--- config.mk ---
export PLATFORM = sky130hd
export DESIGN_NAME = point_in_polygon_winding_flat
export DESIGN_NICKNAME = d
export VERILOG_FILES = /design/src/rtl/core/pipw_pkg.sv /design/src/rtl/core/pipw_if.sv /design/src/rtl/core/pipw_offset.sv /design/src/rtl/core/pipw_product.sv /design/src/rtl/core/pipw_wind.sv /design/src/rtl/core/point_in_polygon_winding.sv /design/src/flat_wrapper.sv
export SDC_FILE = /design/constraint.sdc
export NUM_CORES = 2
export LEC_CHECK = 0
export ABC_CLOCK_PERIOD_IN_PS = 15670
export BUFFER_PORTS_ARGS = -buffer_cell sky130_fd_sc_hd__clkbuf_2
export CORE_MARGIN = 10
export CORE_UTILIZATION = 40
export DETAILED_ROUTE_END_ITERATION = 16
export GPL_TIMING_DRIVEN = 0
export SLEW_MARGIN = 15
export SYNTH_ARGS = -nofsm -noshare
export SYNTH_HDL_FRONTEND = slang
export SYNTH_SLANG_ARGS = --single-unit
--- constraint.sdc ---
create_clock -name clk -period 15.67 [get_ports clk]
set_input_delay 0 -clock clk [delete_from_list [all_inputs] [get_ports clk]]
set_output_delay 0 -clock clk [all_outputs]
set_load 0.01 [all_outputs]
--- src/rtl/core/pipw_pkg.sv ---
package pipw_pkg;

	// Default geometry
	localparam int PIPW_COORD_BITS   = 16;
	localparam int PIPW_WINDING_BITS = 16;

	// Vertex tally saturates here; a polygon needs this many vertices
	localparam logic [1:0] TALLY_ONE  = 2'd1;
	localparam logic [1:0] TALLY_FULL = 2'd3;

	// Quadrant code, indexed [y negative][x negative]
	localparam logic [1:0] QUAD_MAP [2][2] = '{'{2'd0, 2'd1}, '{2'd3, 2'd2}};

	// Quadrant difference codes (current minus previous, 3-bit two's complement)
	localparam logic [2:0] QD_POS2 = 3'b010;
	localparam logic [2:0] QD_POS3 = 3'b011;
	localparam logic [2:0] QD_NEG3 = 3'b101;
	localparam logic [2:0] QD_NEG2 = 3'b110;

	// Winding steps
	localparam logic signed [1:0] STEP_UP   = 2'sb01;
	localparam logic signed [1:0] STEP_DOWN = 2'sb11;
	localparam logic signed [1:0] STEP_NONE = 2'sb00;

	// Per-item control carried down the pipeline
	typedef struct packed {
		logic first;   // opens a polygon
		logic last;    // closes a polygon, emits a result
		logic enough;  // at least three vertices seen so far
	} pipw_ctl_t;

	function automatic logic [1:0] quad_of(input logic neg_x, input logic neg_y);
		return QUAD_MAP[neg_y][neg_x];
	endfunction

	// Winding step for one edge from quadrant pq to quadrant cq
	function automatic logic signed [1:0] edge_step(input logic [1:0] pq,
			input logic [1:0] cq, input logic ccw);
		logic [2:0] diff;
		logic signed [1:0] step;
		diff = {1'b0, cq} - {1'b0, pq};
		case (diff)
			QD_NEG3: step = STEP_UP;
			QD_NEG2: step = ccw ? STEP_UP : STEP_NONE;
			QD_POS3: step = STEP_DOWN;
			QD_POS2: step = ccw ? STEP_NONE : STEP_DOWN;
			default: step = STEP_NONE;
		endcase
		return step;
	endfunction

endpackage

--- src/rtl/core/pipw_if.sv ---
interface pipw_vtx_if import pipw_pkg::*; #(
	parameter int COORD_BITS = PIPW_COORD_BITS
);
	logic                         valid;
	logic                         ready;
	logic signed [COORD_BITS-1:0] point_x;
	logic signed [COORD_BITS-1:0] point_y;
	logic signed [COORD_BITS-1:0] vertex_x;
	logic signed [COORD_BITS-1:0] vertex_y;
	logic                         last_vertex;

	modport source (output valid, point_x, point_y, vertex_x, vertex_y, last_vertex,
		input ready);
	modport sink (input valid, point_x, point_y, vertex_x, vertex_y, last_vertex,
		output ready);
endinterface

interface pipw_res_if;
	logic valid;
	logic ready;
	logic inside_res;
	logic too_few_vertices;

	modport source (output valid, inside_res, too_few_vertices, input ready);
	modport sink (input valid, inside_res, too_few_vertices, output ready);
endinterface

--- src/rtl/core/pipw_offset.sv ---
module pipw_offset import pipw_pkg::*; #(
	parameter int COORD_BITS = PIPW_COORD_BITS
) (
	input  logic                       clk,
	input  logic                       arst_n,
	pipw_vtx_if.sink                   vtx,
	input  logic                       rdy2,
	output logic                       vld1,
	output pipw_ctl_t                  ctl1,
	output logic signed [COORD_BITS:0] cur_x,
	output logic signed [COORD_BITS:0] cur_y,
	output logic signed [COORD_BITS:0] prev_x,
	output logic signed [COORD_BITS:0] prev_y,
	output logic signed [COORD_BITS:0] first_x,
	output logic signed [COORD_BITS:0] first_y,
	output logic [1:0]                 cur_q,
	output logic [1:0]                 prev_q,
	output logic [1:0]                 first_q
);

	logic                         valid_s1;
	logic signed [COORD_BITS-1:0] px_s1, py_s1, vx_s1, vy_s1;
	logic                         last_s1;

	logic                         awaiting_q;
	logic signed [COORD_BITS-1:0] held_x_q, held_y_q;
	logic signed [COORD_BITS:0]   first_x_q, first_y_q;
	logic signed [COORD_BITS:0]   prev_x_q, prev_y_q;
	logic [1:0]                   prev_q_q;
	logic [1:0]                   tally_q;

	logic                         accept, move;
	logic signed [COORD_BITS-1:0] use_x, use_y;
	logic [1:0]                   tally_next;

	assign vtx.ready = !valid_s1 || rdy2;
	assign accept    = vtx.valid && vtx.ready;
	assign move      = valid_s1 && rdy2;
	assign vld1      = valid_s1;

	// Input beat register
	always_ff @(posedge clk or negedge arst_n) begin
		if (!arst_n) begin
			valid_s1 <= 1'b0;
		end else if (vtx.ready) begin
			valid_s1 <= vtx.valid;
		end
	end

	always_ff @(posedge clk) begin
		if (accept) begin
			px_s1   <= vtx.point_x;
			py_s1   <= vtx.point_y;
			vx_s1   <= vtx.vertex_x;
			vy_s1   <= vtx.vertex_y;
			last_s1 <= vtx.last_vertex;
		end
	end

	// Offset from the test point; the point is sampled on the first vertex
	always_comb begin
		use_x   = awaiting_q ? px_s1 : held_x_q;
		use_y   = awaiting_q ? py_s1 : held_y_q;
		cur_x   = {vx_s1[COORD_BITS-1], vx_s1} - {use_x[COORD_BITS-1], use_x};
		cur_y   = {vy_s1[COORD_BITS-1], vy_s1} - {use_y[COORD_BITS-1], use_y};
		cur_q   = quad_of(cur_x[COORD_BITS], cur_y[COORD_BITS]);
		first_x = awaiting_q ? cur_x : first_x_q;
		first_y = awaiting_q ? cur_y : first_y_q;
		first_q = quad_of(first_x[COORD_BITS], first_y[COORD_BITS]);
		prev_x  = prev_x_q;
		prev_y  = prev_y_q;
		prev_q  = prev_q_q;
		if (awaiting_q) begin
			tally_next = TALLY_ONE;
		end else if (tally_q == TALLY_FULL) begin
			tally_next = TALLY_FULL;
		end else begin
			tally_next = tally_q + 2'd1;
		end
		ctl1.first  = awaiting_q;
		ctl1.last   = last_s1;
		ctl1.enough = (tally_next == TALLY_FULL);
	end

	// Polygon state, advanced as the beat leaves this stage
	always_ff @(posedge clk or negedge arst_n) begin
		if (!arst_n) begin
			awaiting_q <= 1'b1;
			held_x_q   <= '0;
			held_y_q   <= '0;
			first_x_q  <= '0;
			first_y_q  <= '0;
			prev_x_q   <= '0;
			prev_y_q   <= '0;
			prev_q_q   <= '0;
			tally_q    <= '0;
		end else if (move) begin
			if (awaiting_q) begin
				held_x_q  <= px_s1;
				held_y_q  <= py_s1;
				first_x_q <= cur_x;
				first_y_q <= cur_y;
			end
			prev_x_q   <= cur_x;
			prev_y_q   <= cur_y;
			prev_q_q   <= cur_q;
			tally_q    <= tally_next;
			awaiting_q <= last_s1;
		end
	end

endmodule

--- src/rtl/core/pipw_product.sv ---
module pipw_product import pipw_pkg::*; #(
	parameter int COORD_BITS = PIPW_COORD_BITS,
	localparam int PW = 2 * (COORD_BITS + 1)
) (
	input  logic                       clk,
	input  logic                       arst_n,
	input  logic                       vld1,
	input  pipw_ctl_t                  ctl1,
	input  logic signed [COORD_BITS:0] cur_x,
	input  logic signed [COORD_BITS:0] cur_y,
	input  logic signed [COORD_BITS:0] prev_x,
	input  logic signed [COORD_BITS:0] prev_y,
	input  logic signed [COORD_BITS:0] first_x,
	input  logic signed [COORD_BITS:0] first_y,
	input  logic [1:0]                 cur_q,
	input  logic [1:0]                 prev_q,
	input  logic [1:0]                 first_q,
	output logic                       rdy2,
	input  logic                       rdy3,
	output logic                       vld2,
	output pipw_ctl_t                  ctl2,
	output logic signed [PW-1:0]       edge_a,
	output logic signed [PW-1:0]       edge_b,
	output logic signed [PW-1:0]       close_a,
	output logic signed [PW-1:0]       close_b,
	output logic [1:0]                 cur_q2,
	output logic [1:0]                 prev_q2,
	output logic [1:0]                 first_q2
);

	logic                       valid_s2;
	pipw_ctl_t                  ctl_s2;
	logic signed [COORD_BITS:0] cx_s2, cy_s2, px_s2, py_s2, fx_s2, fy_s2;
	logic [1:0]                 cq_s2, pq_s2, fq_s2;

	assign rdy2 = !valid_s2 || rdy3;

	// Hold the offsets while downstream is busy
	always_ff @(posedge clk or negedge arst_n) begin
		if (!arst_n) begin
			valid_s2 <= 1'b0;
		end else if (rdy2) begin
			valid_s2 <= vld1;
		end
	end

	always_ff @(posedge clk) begin
		if (rdy2 && vld1) begin
			ctl_s2 <= ctl1;
			cx_s2  <= cur_x;
			cy_s2  <= cur_y;
			px_s2  <= prev_x;
			py_s2  <= prev_y;
			fx_s2  <= first_x;
			fy_s2  <= first_y;
			cq_s2  <= cur_q;
			pq_s2  <= prev_q;
			fq_s2  <= first_q;
		end
	end

	// Cross-product terms: previous-to-current edge and current-to-first closing edge
	assign edge_a  = px_s2 * cy_s2;
	assign edge_b  = py_s2 * cx_s2;
	assign close_a = cx_s2 * fy_s2;
	assign close_b = cy_s2 * fx_s2;

	assign vld2     = valid_s2;
	assign ctl2     = ctl_s2;
	assign cur_q2   = cq_s2;
	assign prev_q2  = pq_s2;
	assign first_q2 = fq_s2;

endmodule

--- src/rtl/core/pipw_wind.sv ---
module pipw_wind import pipw_pkg::*; #(
	parameter int COORD_BITS   = PIPW_COORD_BITS,
	parameter int WINDING_BITS = PIPW_WINDING_BITS,
	localparam int PW = 2 * (COORD_BITS + 1)
) (
	input  logic                 clk,
	input  logic                 arst_n,
	input  logic                 vld2,
	input  pipw_ctl_t            ctl2,
	input  logic signed [PW-1:0] edge_a,
	input  logic signed [PW-1:0] edge_b,
	input  logic signed [PW-1:0] close_a,
	input  logic signed [PW-1:0] close_b,
	input  logic [1:0]           cur_q2,
	input  logic [1:0]           prev_q2,
	input  logic [1:0]           first_q2,
	output logic                 rdy3,
	pipw_res_if.source           res
);

	logic                    valid_s3;
	pipw_ctl_t               ctl_s3;
	logic signed [PW-1:0]    ea_s3, eb_s3, ca_s3, cb_s3;
	logic [1:0]              cq_s3, pq_s3, fq_s3;

	logic [WINDING_BITS-1:0] wind_q;
	logic                    res_valid_q, inside_q, few_q;

	logic                    out_free, fire;
	logic signed [1:0]       step_edge, step_close;
	logic [WINDING_BITS-1:0] wind_base, wind_next;

	assign out_free = !res_valid_q || res.ready;
	assign fire     = valid_s3 && (!ctl_s3.last || out_free);
	assign rdy3     = !valid_s3 || fire;

	// Product register
	always_ff @(posedge clk or negedge arst_n) begin
		if (!arst_n) begin
			valid_s3 <= 1'b0;
		end else if (rdy3) begin
			valid_s3 <= vld2;
		end
	end

	always_ff @(posedge clk) begin
		if (rdy3 && vld2) begin
			ctl_s3 <= ctl2;
			ea_s3  <= edge_a;
			eb_s3  <= edge_b;
			ca_s3  <= close_a;
			cb_s3  <= close_b;
			cq_s3  <= cur_q2;
			pq_s3  <= prev_q2;
			fq_s3  <= first_q2;
		end
	end

	// Combine the edge step and, on the final vertex, the closing step
	always_comb begin
		step_edge  = ctl_s3.first ? STEP_NONE : edge_step(pq_s3, cq_s3, ea_s3 >= eb_s3);
		step_close = ctl_s3.last ? edge_step(cq_s3, fq_s3, ca_s3 >= cb_s3) : STEP_NONE;
		wind_base  = ctl_s3.first ? '0 : wind_q;
		wind_next  = wind_base
			+ {{(WINDING_BITS-2){step_edge[1]}}, step_edge}
			+ {{(WINDING_BITS-2){step_close[1]}}, step_close};
	end

	// Winding count and result register
	always_ff @(posedge clk or negedge arst_n) begin
		if (!arst_n) begin
			wind_q      <= '0;
			res_valid_q <= 1'b0;
		end else begin
			if (fire) begin
				wind_q <= wind_next;
			end
			if (fire && ctl_s3.last) begin
				res_valid_q <= 1'b1;
			end else if (res.ready) begin
				res_valid_q <= 1'b0;
			end
		end
	end

	always_ff @(posedge clk) begin
		if (fire && ctl_s3.last) begin
			inside_q <= ctl_s3.enough && (wind_next != '0);
			few_q    <= !ctl_s3.enough;
		end
	end

	assign res.valid            = res_valid_q;
	assign res.inside_res       = inside_q;
	assign res.too_few_vertices = few_q;

endmodule

--- src/rtl/core/point_in_polygon_winding.sv ---
// Channel  Dir  Beat payload
// vtx      in   point_x, point_y, vertex_x, vertex_y, last_vertex
// res      out  inside_res, too_few_vertices (one beat per polygon)
//
// One vertex per cycle unless a held result beat stalls the pipeline.
// Stages: input register, offset subtract, cross-product multiplies, winding add.
// Reset returns the block to waiting for the first vertex of a polygon.
// Only a final vertex in the last stage waits on a full result register; the stages
// behind it fill and then hold vtx.ready low until the result beat is taken.
module point_in_polygon_winding import pipw_pkg::*; #(
	parameter int COORD_BITS   = PIPW_COORD_BITS,
	parameter int WINDING_BITS = PIPW_WINDING_BITS,
	localparam int PW = 2 * (COORD_BITS + 1)
) (
	input  logic       clk,
	input  logic       arst_n,
	pipw_vtx_if.sink   vtx,
	pipw_res_if.source res
);

	logic                       vld1, vld2, rdy2, rdy3;
	pipw_ctl_t                  ctl1, ctl2;
	logic signed [COORD_BITS:0] cur_x, cur_y, prev_x, prev_y, first_x, first_y;
	logic [1:0]                 cur_q, prev_q, first_q, cur_q2, prev_q2, first_q2;
	logic signed [PW-1:0]       edge_a, edge_b, close_a, close_b;

	pipw_offset #(.COORD_BITS(COORD_BITS)) u_offset (
		.clk     (clk),
		.arst_n  (arst_n),
		.vtx     (vtx),
		.rdy2    (rdy2),
		.vld1    (vld1),
		.ctl1    (ctl1),
		.cur_x   (cur_x),
		.cur_y   (cur_y),
		.prev_x  (prev_x),
		.prev_y  (prev_y),
		.first_x (first_x),
		.first_y (first_y),
		.cur_q   (cur_q),
		.prev_q  (prev_q),
		.first_q (first_q)
	);

	pipw_product #(.COORD_BITS(COORD_BITS)) u_product (
		.clk      (clk),
		.arst_n   (arst_n),
		.vld1     (vld1),
		.ctl1     (ctl1),
		.cur_x    (cur_x),
		.cur_y    (cur_y),
		.prev_x   (prev_x),
		.prev_y   (prev_y),
		.first_x  (first_x),
		.first_y  (first_y),
		.cur_q    (cur_q),
		.prev_q   (prev_q),
		.first_q  (first_q),
		.rdy2     (rdy2),
		.rdy3     (rdy3),
		.vld2     (vld2),
		.ctl2     (ctl2),
		.edge_a   (edge_a),
		.edge_b   (edge_b),
		.close_a  (close_a),
		.close_b  (close_b),
		.cur_q2   (cur_q2),
		.prev_q2  (prev_q2),
		.first_q2 (first_q2)
	);

	pipw_wind #(.COORD_BITS(COORD_BITS), .WINDING_BITS(WINDING_BITS)) u_wind (
		.clk      (clk),
		.arst_n   (arst_n),
		.vld2     (vld2),
		.ctl2     (ctl2),
		.edge_a   (edge_a),
		.edge_b   (edge_b),
		.close_a  (close_a),
		.close_b  (close_b),
		.cur_q2   (cur_q2),
		.prev_q2  (prev_q2),
		.first_q2 (first_q2),
		.rdy3     (rdy3),
		.res      (res)
	);

endmodule

--- src/flat_wrapper.sv ---
// flat-port wrapper written by rule: the top's interface ports become plain ports
module point_in_polygon_winding_flat import pipw_pkg::*;
#(
	parameter int COORD_BITS   = PIPW_COORD_BITS,
	parameter int WINDING_BITS = PIPW_WINDING_BITS,
	localparam int PW = 2 * (COORD_BITS + 1)
)
  (clk, arst_n, vtx_valid, vtx_point_x, vtx_point_y, vtx_vertex_x, vtx_vertex_y, vtx_last_vertex, vtx_ready, res_valid, res_inside_res, res_too_few_vertices, res_ready);
  pipw_vtx_if #(.COORD_BITS(COORD_BITS)) vtx_i ();
  pipw_res_if res_i ();
  input  logic clk;
  input  logic arst_n;
  input wire logic [$bits(vtx_i.valid)-1:0] vtx_valid;
  input wire logic [$bits(vtx_i.point_x)-1:0] vtx_point_x;
  input wire logic [$bits(vtx_i.point_y)-1:0] vtx_point_y;
  input wire logic [$bits(vtx_i.vertex_x)-1:0] vtx_vertex_x;
  input wire logic [$bits(vtx_i.vertex_y)-1:0] vtx_vertex_y;
  input wire logic [$bits(vtx_i.last_vertex)-1:0] vtx_last_vertex;
  output wire logic [$bits(vtx_i.ready)-1:0] vtx_ready;
  output wire logic [$bits(res_i.valid)-1:0] res_valid;
  output wire logic [$bits(res_i.inside_res)-1:0] res_inside_res;
  output wire logic [$bits(res_i.too_few_vertices)-1:0] res_too_few_vertices;
  input wire logic [$bits(res_i.ready)-1:0] res_ready;
  assign vtx_i.valid = vtx_valid;
  assign vtx_i.point_x = vtx_point_x;
  assign vtx_i.point_y = vtx_point_y;
  assign vtx_i.vertex_x = vtx_vertex_x;
  assign vtx_i.vertex_y = vtx_vertex_y;
  assign vtx_i.last_vertex = vtx_last_vertex;
  assign vtx_ready = vtx_i.ready;
  assign res_valid = res_i.valid;
  assign res_inside_res = res_i.inside_res;
  assign res_too_few_vertices = res_i.too_few_vertices;
  assign res_i.ready = res_ready;
  point_in_polygon_winding #(.COORD_BITS(COORD_BITS), .WINDING_BITS(WINDING_BITS)) u_core (.clk(clk), .arst_n(arst_n), .vtx(vtx_i), .res(res_i));
endmodule
==> metrics <==
Main synth FF type=edfxtp_1; library cell with the highest instance count after synthesis=inv_1; Worst Tran Pin Value=approximately 1.2 ns; met3 routed wirelength=between 10,000 and 15,000 um; post-cts resize count=0; number of synthesized register bits=444; starting utilization of the core area=between 40% and 50%; maximum number of pins on one net before global-route repair=slightly above 80; source of the critical timing path=u_core.u_product.cx_s2[12]$_DFFE_PP_; warnings from Yosys=0; cell-by-cell listing of the critical path=clkbuf_1 > nand2_1 > fa_1 > inv_1 > fa_1 > inv_1 > fa_1 > inv_1 > fa_1 > inv_1 > fa_1 > inv_1 > fa_1 > ha_1 > a21o_1 > a21o_1 > a211oi_1 > nor3_1 > nor3_1 > a31oi_1 > a211o_1 > a21oi_1 > xnor2_1; final net count=between 8k and 9k; buffering stage count on the worst path with inverters included=6; cell chosen for the clock root=clkbuf_16; Hold/Removal Path Class=input pin to flip-flop; crit path capture type=flip-flop; Max transition margin=between 20% and 30%; routed metal-1 wirelength=75,700 um; post-synth net total=7,855; number of buffers inserted by port buffering=72; max capacitance violation total=0; startpoint class of the critical path=flip-flop; dominant cell type by area after synthesis=fa_1; cell types occupying the most area after synthesis=fa_1, edfxtp_1, ha_1; wire length of the first global-routing pass=between 200,000 and 300,000 um; max-slew violation count=0; ANT nets after route=0; netlist area before placement=0.0623 sq mm; startpoint of the most critical hold path=vtx_vertex_y[9]; total global-route track usage=between 20% and 30%; library cell appearing most often on the critical path=fa_1; number of buffers inserted during clock tree synthesis=48; synth cell count leaders=inv_1, fa_1, nand2_1, and2_1, ha_1; vias in the first global route=45.8k; # rows=roughly 140; Avg Inst Size Synth=roughly 10 sq um; routed via count=about 43k; initial antenna violation count=8; I/O pins=73; number of iterations in the first detailed-routing pass=5; clock latency on the worst-skew pair=roughly 0.62 ns; top metal layer carrying routed signals=met4; maximum net fanout on the critical path=10; clock tree from TritonCTS=done; sequential area share after synthesis=between 20% and 30%; total wire length=~180,000 um; CTS max path bufs=3; area of placed instances=around 0.065 sq mm; Post-DP HPWL=about 140,000 um; share of cells above drive strength 1=3.63%; setup violators final=0; Gate Count Post-Synth=~6.1k; area enclosed by the die boundary=~0.17 sq mm; vias per cell=5.10; share of synthesized registers carrying an async set or reset=roughly 28%; DR iter-0 viols=around 3.1k; die boundary width=~410 um; count of unique library cells instantiated by Yosys=between 70 and 80; share of the synthesized area in the top cell type=38.7%; Achievable Freq=roughly 130 MHz; unrepaired setup endpoints after global routing=false; critical setup path kind=flip-flop to flip-flop; layout overhead on the synthesized area=8.79%; largest stage delay on the critical path=~0.84 ns; Die Y=between 400 and 500 um; placer congestion estimate=between 0.9 and 1; clock edge transition at the registers on the reported setup and hold paths=approximately 0.060 ns; number of enable flip-flop cells after synthesis=320; Core Box Area=roughly 0.15 sq mm; startpoint of the most critical register-to-register path=u_core.u_product.cx_s2[12]$_DFFE_PP_; Tcrit/Tclk final=50.6%; per-cell routed wire length=21.0 um; H-tree levels=2; Finished Cell Area=0.0678 sq mm; Arrival @ worst endpoint=slightly above 8 ns; final period demand of the worst path=7.92 ns; setup clock skew after layout=between 0.02 and 0.03 ns; Final Hold Viols=0; final sum of negative setup slack=0 ns; clock sink count=444; overflow left after global routing=0; kind of cell adding the most delay to the critical path=adder cells; routed length on met2=between 80,000 and 90,000 um; DR DRC count=0; status=completed; critical-path cell with the highest stage delay=edfxtp_1; critical path data required time=~16 ns
==> cell families (layout without fill, tap and decap cells) <==
kind of cell,after synthesis,in the layout,share of synthesized area (%)
fa+ha+maj,1661,1661,47.9
buf+inv,1545,1786,9.31
flops,444,444,20.4
simple gates,1702,1702,13.2
xor+xnor,181,181,2.55
mux,89,89,1.54
compound gates,503,503,5.14
other cells,0,3,0
==> worst paths after layout <==
kind | slack [ns] | to | cells past startpoint
hold / removal | 0.10 | u_core.u_offset.vy_s1[9]$_DFFE_PP_ | 2
setup reg to reg | 7.75 | u_core.u_wind.ca_s3[33]$_DFFE_PP_ | 23
max in group asynchronous | 14.71 | u_core.u_offset.prev_x[3]$_DFFE_PN0P_ | 4
setup / recovery | 7.75 | u_core.u_wind.ca_s3[33]$_DFFE_PP_ | 23
min in group asynchronous | 0.51 | u_core.u_offset.held_x_q[13]$_DFFE_PN0P_ | 4
hold reg to reg | 0.43 | u_core.u_product.px_s2[11]$_DFFE_PP_ | 0
==> worst reg2reg max path, cell delays in order, from the launching register on <==
cell	delay [ns]
edfxtp_1	0.84
clkbuf_1	0.81
nand2_1	0.19
fa_1	0.57
inv_1	0.05
fa_1	0.52
inv_1	0.05
fa_1	0.49
inv_1	0.06
fa_1	0.54
inv_1	0.05
fa_1	0.48
inv_1	0.05
fa_1	0.44
ha_1	0.36
a21o_1	0.18
a21o_1	0.18
a211oi_1	0.41
nor3_1	0.11
nor3_1	0.43
a31oi_1	0.23
a211o_1	0.31
a21oi_1	0.22
xnor2_1	0.12
==> per-layer routing <==
layer	up-vias	global-route usage, %
met5	-	0
met3	256	3.07
met4	0	5.98
li1	19100	-
met2	1402	34.0
met1	22200	28.5
==> final cells by class <==
class	instances	area (sq um)
antenna	3	7.51
clock inverter	29	370
multi-input combinational	4136	43800
sequential	444	12700
fill	14700	86600
timing repair buffer	151	1260
buffer	220	830
clock buffer	61	1270
inverter	1325	4970
tap	2044	2560
==> repair_timing <==
action	CTS	global route
endpoints found under the hold margin	200	0
hold buffers	71	0
endpoints found under the setup margin	0	0
setup buffers	0	0
==> registers in the layout (all words and copies together), names as in the netlist, 34 cells and up <==
register / flops
u_core.u_wind.ca_s3: 34
u_core.u_wind.cb_s3: 34
u_core.u_wind.ea_s3: 34
u_core.u_wind.eb_s3: 34
==> layout by cell type (no fill, tap or decap), drive strengths merged, types with 37 or more instances in the layout <==
cell	count
inv	1329
fa	1204
nand2	831
and2	488
ha	457
clkbuf	352
edfxtp	320
xnor2	144
o21ai	142
nor2	129
a21oi	124
dfrtp	123
nand2b	93
a21o	70
dlygate4sd3	70
mux2	56
xor2	37
==> per-stage QoR <==
step	hold slack (ns)	cells	util, %	setup WS (ns)
after CTS	0.0716	8410	43.9	7.85
after global placement	0.178	8241	42.2	7.56
final	0.102	8413	43.9	7.75
after global routing	0.0802	8410	43.9	7.48
after detailed placement	-0.0231	8249	42.3	7.88
after floorplan	-0.296	6125	-	9.29
Power is left out: the tool's default activity adds up to more than one toggle a clock period on the data nets, which glitch-free logic cannot reach.
